## src/design/tsp_pkg.sv

```systemverilog
// ----------------------------------------------------------------------------
// Texture shelf packer package
// Shared types and constants for the shelf packer and its doubling unit.
// ----------------------------------------------------------------------------
package tsp_pkg;

   // Page side limit for the doubling search and cap on the used extent.
   localparam logic [14:0] TSP_PAGE_LIMIT = 15'd8192;
   localparam logic [14:0] TSP_EXTENT_CAP = 15'd16384;
   // Highest page index; later pages reuse it.
   localparam logic [11:0] TSP_MAX_PAGE   = 12'd4095;
   localparam logic [13:0] TSP_BASE_RESET = 14'd2048;

   typedef struct packed {
      logic [13:0] image_width;
      logic [13:0] image_height;
      logic [5:0]  border_size;
      logic [7:0]  group_id;
      logic        separate_flag;
   } tsp_req_type;

   typedef struct packed {
      logic [11:0] page_number;
      logic [13:0] pos_x;
      logic [13:0] pos_y;
      logic        opened_page;
      logic [14:0] used_width;
      logic [14:0] used_height;
      logic        too_large;
   } tsp_rsp_type;

   // Control of the shared doubling unit.
   typedef struct packed {
      logic        load;
      logic [14:0] load_value;
      logic        step;
      logic [15:0] target;
      logic [14:0] cap;
   } tsp_dbl_ctl_type;

   typedef enum logic [2:0] {
      TSP_IDLE,
      TSP_SIZE,
      TSP_PLACE,
      TSP_EXT_W,
      TSP_EXT_H,
      TSP_FINISH
   } tsp_state_type;

endpackage

```

## src/design/tsp_dbl_unit.sv

```systemverilog
// ----------------------------------------------------------------------------
// Texture shelf packer doubling unit
// Holds a loaded candidate and doubles it one step per cycle while step is
// asserted and load is not; done shows once it no longer stays below both the target and the cap.
// ----------------------------------------------------------------------------
module tsp_dbl_unit (
   input  logic                     clock,
   input  tsp_pkg::tsp_dbl_ctl_type ctl,
   output logic [14:0]              value,
   output logic                     done
);
   import tsp_pkg::*;

   logic [14:0] value_ff;
   logic [14:0] value_in;

   always_comb begin
      value_in = value_ff;
      if (ctl.load) begin
         value_in = ctl.load_value;
      end else if (ctl.step) begin
         value_in = {value_ff[13:0], 1'b0};
      end
   end

   always_ff @(posedge clock) begin
      value_ff <= value_in;
   end

   assign value = value_ff;
   // The search ends once the candidate reaches the target or the cap.
   assign done  = !(({1'b0, value_ff} < ctl.target) && (value_ff < ctl.cap));

endmodule

```

## src/design/texture_shelf_packer.sv

```systemverilog
// ----------------------------------------------------------------------------
// Texture shelf packer
// Places sorted, border-padded texture rectangles on square atlas pages by
// shelf packing and reports page, position and used power-of-two extent.
// ----------------------------------------------------------------------------
// Flow: page size search, placement, used width search, used height search,
// then the registered response; the page side doubles from the base size while
// below 8192, the used extent up to 16384. A too large texture skips from the
// size search to the response. The one shared doubling unit serves all searches,
// so a new request is taken only in idle, once the last response is registered.
// Reset: synchronous, active high; all pages closed, base size 2048.
// ----------------------------------------------------------------------------
module texture_shelf_packer (
   input  logic                 clock,
   input  logic                 reset,
   input  logic                 req_valid,
   output logic                 req_ready,
   input  tsp_pkg::tsp_req_type req_data,
   output logic                 rsp_valid,
   input  logic                 rsp_ready,
   output tsp_pkg::tsp_rsp_type rsp_data,
   input  logic                 csr_valid,
   output logic                 csr_ready,
   input  logic [13:0]          csr_data
);
   import tsp_pkg::*;

   // Control state.
   tsp_state_type state_ff, state_in;
   logic          rsp_valid_ff, rsp_valid_in;

   // Configuration register.
   logic [13:0]   base_ff, base_in;

   // Packing state.
   logic          page_open_ff, page_open_in;
   logic          any_page_ff, any_page_in;
   logic [11:0]   page_counter_ff, page_counter_in;
   logic [7:0]    open_group_ff, open_group_in;
   logic [14:0]   open_size_ff, open_size_in;
   logic [14:0]   cursor_x_ff, cursor_x_in;
   logic [14:0]   cursor_y_ff, cursor_y_in;
   logic [14:0]   shelf_ff, shelf_in;
   logic [14:0]   extent_w_ff, extent_w_in;
   logic [14:0]   extent_h_ff, extent_h_in;

   // Captured transaction and per-item working values.
   logic [15:0]   w_ff, w_in;
   logic [15:0]   h_ff, h_in;
   logic [5:0]    border_ff, border_in;
   logic [7:0]    group_ff, group_in;
   logic          sep_ff, sep_in;
   logic [14:0]   size_ff, size_in;
   logic          too_large_ff, too_large_in;
   logic          opened_ff, opened_in;
   logic [13:0]   pos_x_ff, pos_x_in;
   logic [13:0]   pos_y_ff, pos_y_in;
   logic [15:0]   sum_w_ff, sum_w_in;
   logic [15:0]   sum_h_ff, sum_h_in;
   tsp_rsp_type   rsp_data_ff, rsp_data_in;

   // Shared doubling unit.
   tsp_dbl_ctl_type dbl_ctl;
   logic [14:0]     dbl_value;
   logic            dbl_done;

   // Placement decode.
   logic [15:0] need;
   logic [15:0] wrap_x_sum;
   logic        fresh_base;
   logic        wrap;
   logic [15:0] cx1, cy1;
   logic [14:0] sh1;
   logic [15:0] fit_y_sum;
   logic        fresh;
   logic        rsp_free;
   logic        req_accept;

   tsp_dbl_unit u_dbl (
      .clock (clock),
      .ctl   (dbl_ctl),
      .value (dbl_value),
      .done  (dbl_done)
   );

   assign req_accept = req_valid && req_ready;
   assign rsp_free   = !rsp_valid_ff || rsp_ready;
   assign need       = (w_ff > h_ff) ? w_ff : h_ff;

   // A page is reused only when it is open for the same group and page size
   // and the item is not separate. A shelf wraps when the item runs past the
   // right edge; the page closes when the item then runs past the bottom.
   always_comb begin
      fresh_base = sep_ff || !page_open_ff || (open_group_ff != group_ff) ||
                   (size_ff != open_size_ff);
      wrap_x_sum = {1'b0, cursor_x_ff} + w_ff;
      wrap       = !fresh_base && (wrap_x_sum > {1'b0, size_ff});
      cx1        = wrap ? 16'd0 : {1'b0, cursor_x_ff};
      cy1        = wrap ? ({1'b0, cursor_y_ff} + {1'b0, shelf_ff}) : {1'b0, cursor_y_ff};
      sh1        = wrap ? 15'd0 : shelf_ff;
      fit_y_sum  = cy1 + h_ff;
      fresh      = fresh_base || (fit_y_sum > {1'b0, size_ff});
      if (fresh) begin
         cx1 = 16'd0;
         cy1 = 16'd0;
         sh1 = 15'd0;
      end
   end

   // Next state.
   always_comb begin
      state_in = state_ff;
      unique case (state_ff)
         TSP_IDLE: begin
            if (req_accept) begin
               state_in = TSP_SIZE;
            end
         end
         TSP_SIZE: begin
            if (dbl_done) begin
               state_in = ({1'b0, dbl_value} < need) ? TSP_FINISH : TSP_PLACE;
            end
         end
         TSP_PLACE: begin
            state_in = TSP_EXT_W;
         end
         TSP_EXT_W: begin
            if (dbl_done) begin
               state_in = TSP_EXT_H;
            end
         end
         TSP_EXT_H: begin
            if (dbl_done) begin
               state_in = TSP_FINISH;
            end
         end
         TSP_FINISH: begin
            if (rsp_free) begin
               state_in = TSP_IDLE;
            end
         end
         default: begin
            state_in = TSP_IDLE;
         end
      endcase
   end

   // Sequencer outputs: handshake and control of the doubling unit.
   always_comb begin
      req_ready          = 1'b0;
      dbl_ctl.load       = 1'b0;
      dbl_ctl.load_value = 15'd1;
      dbl_ctl.step       = 1'b0;
      dbl_ctl.target     = need;
      dbl_ctl.cap        = TSP_PAGE_LIMIT;
      unique case (state_ff)
         TSP_IDLE: begin
            req_ready          = 1'b1;
            dbl_ctl.load       = 1'b1;
            // A base size of zero acts as one.
            dbl_ctl.load_value = (base_ff == 14'd0) ? 15'd1 : {1'b0, base_ff};
         end
         TSP_SIZE: begin
            dbl_ctl.step = !dbl_done;
         end
         TSP_PLACE: begin
            // The used extent only grows, so the search starts from it.
            dbl_ctl.load       = 1'b1;
            dbl_ctl.load_value = fresh ? 15'd1 : extent_w_ff;
         end
         TSP_EXT_W: begin
            dbl_ctl.target     = sum_w_ff;
            dbl_ctl.cap        = TSP_EXTENT_CAP;
            dbl_ctl.load       = dbl_done;
            dbl_ctl.load_value = extent_h_ff;
            dbl_ctl.step       = !dbl_done;
         end
         TSP_EXT_H: begin
            dbl_ctl.target = sum_h_ff;
            dbl_ctl.cap    = TSP_EXTENT_CAP;
            dbl_ctl.step   = !dbl_done;
         end
         TSP_FINISH: begin
         end
         default: begin
         end
      endcase
   end

   // Datapath next values.
   always_comb begin
      base_in         = base_ff;
      page_open_in    = page_open_ff;
      any_page_in     = any_page_ff;
      page_counter_in = page_counter_ff;
      open_group_in   = open_group_ff;
      open_size_in    = open_size_ff;
      cursor_x_in     = cursor_x_ff;
      cursor_y_in     = cursor_y_ff;
      shelf_in        = shelf_ff;
      extent_w_in     = extent_w_ff;
      extent_h_in     = extent_h_ff;
      w_in            = w_ff;
      h_in            = h_ff;
      border_in       = border_ff;
      group_in        = group_ff;
      sep_in          = sep_ff;
      size_in         = size_ff;
      too_large_in    = too_large_ff;
      opened_in       = opened_ff;
      pos_x_in        = pos_x_ff;
      pos_y_in        = pos_y_ff;
      sum_w_in        = sum_w_ff;
      sum_h_in        = sum_h_ff;
      rsp_data_in     = rsp_data_ff;
      rsp_valid_in    = rsp_valid_ff && !rsp_ready;

      if (csr_valid) begin
         base_in = csr_data;
      end

      if (req_accept) begin
         w_in      = {2'b00, req_data.image_width} + {9'd0, req_data.border_size, 1'b0};
         h_in      = {2'b00, req_data.image_height} + {9'd0, req_data.border_size, 1'b0};
         border_in = req_data.border_size;
         group_in  = req_data.group_id;
         sep_in    = req_data.separate_flag;
      end

      if ((state_ff == TSP_SIZE) && dbl_done) begin
         size_in      = dbl_value;
         too_large_in = {1'b0, dbl_value} < need;
      end

      if (state_ff == TSP_PLACE) begin
         opened_in = fresh;
         if (fresh) begin
            if (!any_page_ff) begin
               any_page_in     = 1'b1;
               page_counter_in = 12'd0;
            end else if (page_counter_ff != TSP_MAX_PAGE) begin
               page_counter_in = page_counter_ff + 12'd1;
            end
            extent_w_in = 15'd1;
            extent_h_in = 15'd1;
         end
         pos_x_in     = cx1[13:0] + {8'd0, border_ff};
         pos_y_in     = cy1[13:0] + {8'd0, border_ff};
         sum_w_in     = cx1 + w_ff;
         sum_h_in     = cy1 + h_ff;
         cursor_x_in  = sum_w_in[14:0];
         cursor_y_in  = cy1[14:0];
         shelf_in     = (h_ff > {1'b0, sh1}) ? h_ff[14:0] : sh1;
         open_size_in = size_ff;
         if (sep_ff) begin
            page_open_in  = 1'b0;
            open_group_in = 8'd0;
         end else begin
            page_open_in  = 1'b1;
            open_group_in = group_ff;
         end
      end

      if ((state_ff == TSP_EXT_W) && dbl_done) begin
         extent_w_in = dbl_value;
      end
      if ((state_ff == TSP_EXT_H) && dbl_done) begin
         extent_h_in = dbl_value;
      end

      if ((state_ff == TSP_FINISH) && rsp_free) begin
         rsp_valid_in = 1'b1;
         if (too_large_ff) begin
            rsp_data_in.page_number = 12'd0;
            rsp_data_in.pos_x       = 14'd0;
            rsp_data_in.pos_y       = 14'd0;
            rsp_data_in.opened_page = 1'b0;
            rsp_data_in.used_width  = 15'd1;
            rsp_data_in.used_height = 15'd1;
            rsp_data_in.too_large   = 1'b1;
         end else begin
            rsp_data_in.page_number = page_counter_ff;
            rsp_data_in.pos_x       = pos_x_ff;
            rsp_data_in.pos_y       = pos_y_ff;
            rsp_data_in.opened_page = opened_ff;
            rsp_data_in.used_width  = extent_w_ff;
            rsp_data_in.used_height = extent_h_ff;
            rsp_data_in.too_large   = 1'b0;
         end
      end
   end

   always_ff @(posedge clock) begin
      if (reset) begin
         state_ff        <= TSP_IDLE;
         rsp_valid_ff    <= 1'b0;
         base_ff         <= TSP_BASE_RESET;
         page_open_ff    <= 1'b0;
         any_page_ff     <= 1'b0;
         page_counter_ff <= 12'd0;
         open_group_ff   <= 8'd0;
         open_size_ff    <= 15'd0;
         cursor_x_ff     <= 15'd0;
         cursor_y_ff     <= 15'd0;
         shelf_ff        <= 15'd0;
         extent_w_ff     <= 15'd1;
         extent_h_ff     <= 15'd1;
      end else begin
         state_ff        <= state_in;
         rsp_valid_ff    <= rsp_valid_in;
         base_ff         <= base_in;
         page_open_ff    <= page_open_in;
         any_page_ff     <= any_page_in;
         page_counter_ff <= page_counter_in;
         open_group_ff   <= open_group_in;
         open_size_ff    <= open_size_in;
         cursor_x_ff     <= cursor_x_in;
         cursor_y_ff     <= cursor_y_in;
         shelf_ff        <= shelf_in;
         extent_w_ff     <= extent_w_in;
         extent_h_ff     <= extent_h_in;
      end
   end

   // Item registers carry no reset.
   always_ff @(posedge clock) begin
      w_ff         <= w_in;
      h_ff         <= h_in;
      border_ff    <= border_in;
      group_ff     <= group_in;
      sep_ff       <= sep_in;
      size_ff      <= size_in;
      too_large_ff <= too_large_in;
      opened_ff    <= opened_in;
      pos_x_ff     <= pos_x_in;
      pos_y_ff     <= pos_y_in;
      sum_w_ff     <= sum_w_in;
      sum_h_ff     <= sum_h_in;
      rsp_data_ff  <= rsp_data_in;
   end

   assign csr_ready = 1'b1;
   assign rsp_valid = rsp_valid_ff;
   assign rsp_data  = rsp_data_ff;

   // An accepted transaction always starts the page size search.
   a_accept_starts_size: assert property (@(posedge clock) disable iff (reset)
      req_accept |=> (state_ff == TSP_SIZE))
      else $error("accepted transaction did not start the size search");

   // The cursor never runs past the right or bottom edge of an open page.
   a_cursor_in_page: assert property (@(posedge clock) disable iff (reset)
      page_open_ff |-> (cursor_x_ff <= open_size_ff) && (cursor_y_ff <= open_size_ff))
      else $error("cursor outside the open page");

   // The extent search walks powers of two only.
   a_extent_pow2: assert property (@(posedge clock) disable iff (reset)
      ((state_ff == TSP_EXT_W) || (state_ff == TSP_EXT_H)) |->
      $onehot(dbl_value) && $onehot(extent_w_ff) && $onehot(extent_h_ff))
      else $error("used extent is not a power of two");

   // A rejected texture reports no placement.
   a_too_large_empty: assert property (@(posedge clock) disable iff (reset)
      (rsp_valid && rsp_data.too_large) |->
      (rsp_data.opened_page == 1'b0) && (rsp_data.page_number == 12'd0) &&
      (rsp_data.used_width == 15'd1) && (rsp_data.used_height == 15'd1))
      else $error("too large response carries a placement");

endmodule

```

## config.mk

```make
export PLATFORM = sky130hd
export DESIGN_NAME = texture_shelf_packer
export DESIGN_NICKNAME = d
export VERILOG_FILES = /design/src/design/tsp_pkg.sv /design/src/design/tsp_dbl_unit.sv /design/src/design/texture_shelf_packer.sv
export SDC_FILE = /design/constraint.sdc
export NUM_CORES = 1
export LEC_CHECK = 0
export BUFFER_PORTS_ARGS = -buffer_cell sky130_fd_sc_hd__clkbuf_2
export CAP_MARGIN = 20
export CORE_MARGIN = 5
export CORE_UTILIZATION = 40
export CTS_BUF_LIST = sky130_fd_sc_hd__clkbuf_16
export DETAILED_ROUTE_END_ITERATION = 8
export PLACE_DENSITY = 0.59
export SYNTH_ARGS = -nofsm -noshare
export SYNTH_HDL_FRONTEND = slang
export SYNTH_SLANG_ARGS = --single-unit
```

## constraint.sdc

```tcl
create_clock -name clock -period 11.3 [get_ports clock]
set_input_delay 2.26 -clock clock [delete_from_list [all_inputs] [get_ports clock]]
set_output_delay 2.26 -clock clock [all_outputs]
set_load 0.05 [all_outputs]
```

==> results.txt <==
By instance count, the cell type seen most on the critical path is sky130_fd_sc_hd__ha_1. Once detailed placement completed, the half-perimeter wirelength came to 42500 µm. Setup violations remaining at the end of the flow were counted as 0. The commonest cells after synthesis are sky130_fd_sc_hd__edfxtp_1 (209), sky130_fd_sc_hd__ha_1 (190), sky130_fd_sc_hd__a21oi_1 (188), sky130_fd_sc_hd__nand2_1 (178), sky130_fd_sc_hd__nor2_1 (157). Each instance of the synthesized netlist takes up on average 10.0 µm². The global-route congestion overflow total was 0. The share of Yosys cell area claimed by the top area cell type was 0.318; the worst endpoint data arrival time was 11.16 ns. IR analysis of the VDD net gives a maximum drop of 0.000136 V.

The cell chosen for the clock root was sky130_fd_sc_hd__clkbuf_16. The clock period could shrink to 10.83 ns. The maximum clock skew at final layout was 0.0536 ns; the highest clock rate was 92.4 MHz.

After detailed routing, the number of remaining DRC violations is 0. The number of rows in the core area came out at 81. The tool flagged a number of max-cap violations equal to 0. STA classifies the critical path endpoint as a register. Height of the chip: 232 µm. The static leakage was 9.27 nW; the width of the chip was 232 µm. The slew of the pin with the lowest slew margin works out to 0.986 ns.

sky130_fd_sc_hd__edfxtp_1 is the most common cell in the netlist. The via count of the first global-routing pass is 14800, and the fraction of registers with async set or reset after synthesis is 0. The number of distinct library cells after synthesis was 85; the antenna cell count was 0. Ranked by total cell area, the synthesized netlist is headed by sky130_fd_sc_hd__edfxtp_1 (32%), sky130_fd_sc_hd__dfxtp_1 (13%), sky130_fd_sc_hd__ha_1 (12%), sky130_fd_sc_hd__a21oi_1 (4.8%), sky130_fd_sc_hd__xnor2_1 (3.5%).

The number of nets in the synthesized netlist was 2231. The initial core utilization is 0.404. The startpoint type of the worst setup path was a register. The number of hold violations in the final report is 0, and the number of sinks driven by the clock tree is 339.

The average via count per standard cell is 5.44. The number of optimization iterations in the first detailed-route pass is 6, and the setup TNS is 0 ns. Power spread over the standard cell area amounts to 214 nW/µm². Global-route wire length before repair: 85000 µm. After detailed routing, the total wire length is 56200 µm. In this run the worst hold path is classified as reg -> reg. Of all nets on the critical path, the largest fanout is 7. In the final design database the tool counted 2372 nets. TritonCTS built the clock tree. Area enclosed by the die boundary: 53800 µm². Count of flip-flops with a built-in enable after synthesis: 209. The number of buffers created by CTS was 41; the worst-case clock buffer depth was 3. Compared with the post-synthesis result, the final layout area differs by 15.0%. At the later pin of the worst-skew pair, clock insertion delay measures 0.60 ns. The tightest hold path in the finished design has a slack of 0.460 ns. For the starting DRC count in detailed routing, the log shows 1268. Critical path class: reg -> reg.

The logs give 4.84 mW for the power consumption and 1970 for the number of instances in the synthesized netlist. For this block, the via count after detailed routing is 15300. For the utilization after layout, the log shows 0.464. The flow ran to the end, and the final reports show no timing, DRC or antenna violations. The largest single stage delay on the critical path is 0.44 ns. The mapped netlist covers 19700 µm².

The tools report the count of synthesis-stage warnings from yosys as 0. The top flip-flop cell by instance count after synthesis was sky130_fd_sc_hd__edfxtp_1. The H-tree was split into 2 levels. The ratio of cells with drive above 1 in the final layout is 0.126, and the initial antenna violation count is 0. Entering global routing, the biggest net connects 78 pins. The global-route usage over all layers was 0.202; the synthesis-stage register bit count was 339. The cell with the largest stage delay on the worst path was sky130_fd_sc_hd__edfxtp_1. The post-synthesis sequential area ratio is 0.450. Share of the clock period used by the worst path: 0.958. The number of I/O port buffers is 135. The cell taking the most area after synthesis was sky130_fd_sc_hd__edfxtp_1.

The tools report the remaining max-slew budget at the tightest pin as 0.343. The average wire per standard cell is 20.0 µm. In this run the remaining antenna-violating nets after routing total 0. The clock edge transition at the registers on the reported setup and hold paths came out at 0.07 ns.

The run gives 0 as the final-report max-slew violation count. 137 I/O pins were placed. After floorplanning, the core was sized to cover 48800 µm².

At the worst endpoint, the required time is 11.64 ns. The run gives 0.935 as the weighted congestion at the end of routability-driven global placement.
==> area by class of cell <==
cell class                      instances  area, µm²
Clock buffer                           42       1050
Clock inverter                         34        328
Fill cell                            4625      26200
Inverter                               95        359
Multi-Input combinational cell       1461      10200
Sequential cell                       339       8880
Tap cell                              664        831
Timing Repair Buffer                  173        982
==> flip-flops by register name, summed over array words and instances, names as in the netlist, 3 cells and up <==
signal and flops:
size_ff 15, rsp_data 72, group_ff 8, open_size_ff 15, open_group_ff 8, w_ff 15
sum_w_ff 16, shelf_ff 15, base_ff 14, extent_h_ff 15, h_ff 15, cursor_y_ff 15
pos_y_ff 14, u_dbl.value 15, border_ff 6, pos_x_ff 14, state_ff 3, page_counter_ff 12
sum_h_ff 16, extent_w_ff 15, cursor_x_ff 15
==> report_power, final <==
group / total, mW / internal, mW / switching, mW
logic: 1.64 / 0.580 / 1.06
clock network: 1.35 / 0.794 / 0.554
registers: 1.86 / 1.60 / 0.257
total: 4.84 / 2.97 / 1.87
==> repair_timing <==
| action | 4_1_cts | 5_1_grt |
|---|---|---|
| hold buffers | 0 | 0 |
| buffers inserted | 0 | 3 |
| setup endpoints to repair | 0 | 39 |
| resized for setup | 0 | 13 |
==> cell families (layout without fill, tap and decap cells) <==
family	count (synthesis)	in the layout	share of synthesized area
AND/OR/NAND/NOR	644	644	0.162
AO/OA/AOI/OAI	454	454	0.149
flip-flops	339	339	0.450
adder cells (fa/ha/maj)	199	199	0.130
buffers and inverters	170	344	0.0340
XOR/XNOR	138	138	0.0613
multiplexers	25	25	0.0129
other	1	1	0.000190
==> stage by stage <==
stage	cell area (µm²)	worst slack [ns]	std cells
floorplan	19700	0.894	1970
global placement	21200	0.476	2726
detailed placement	21200	0.174	2726
CTS	22600	0.138	2802
global route	22700	-0.149	2808
finish	22700	0.475	2808
==> critical path, delay by kind of cell, from the launching register on <==
kind | cells | cell delay [ns]
AO/OA/AOI/OAI | 26 | 5.01
buffers and inverters | 4 | 0.39
adder cells (fa/ha/maj) | 7 | 1.91
AND/OR/NAND/NOR | 13 | 2.16
XOR/XNOR | 3 | 0.39
multiplexers | 1 | 0.29
flip-flops | 1 | 0.44
==> path summary, 6_finish.rpt <==
kind | from | endpoint | slack (ns) | cells past startpoint
worst max register to register | w_ff[0] | sum_h_ff[15] | 0.47 | 54
worst max-delay path | w_ff[0] | sum_h_ff[15] | 0.47 | 54
worst min register to register | open_group_ff[1] | open_group_ff[1] | 0.46 | 2
worst min-delay path | open_group_ff[1] | open_group_ff[1] | 0.46 | 2
==> metal layers <==
metal | up-vias | part of all wire | global-route usage
li1 | 7412 | - | -
met1 | 7337 | 0.45 | 0.275
met2 | 425 | 0.46 | 0.327
met3 | 95 | 0.056 | 0.0360
met4 | 0 | 0.036 | 0.0696
met5 | - | 0 | 0
==> placed cells by master, fill, tap and decap left out, types with 53 or more instances in the layout <==
master	netlist	layout
sky130_fd_sc_hd__nor2_1	157	156
sky130_fd_sc_hd__a21oi_1	188	185
sky130_fd_sc_hd__nor2b_1	92	92
sky130_fd_sc_hd__edfxtp_1	209	209
sky130_fd_sc_hd__nand3_1	58	57
sky130_fd_sc_hd__ha_1	190	190
sky130_fd_sc_hd__nand2_1	178	178
sky130_fd_sc_hd__dfxtp_1	130	130
sky130_fd_sc_hd__inv_1	94	103
sky130_fd_sc_hd__o21ai_0	55	53
sky130_fd_sc_hd__clkbuf_2	0	134
sky130_fd_sc_hd__xor2_1	59	59
sky130_fd_sc_hd__xnor2_1	79	79
(Power assumes the default switching activity.)
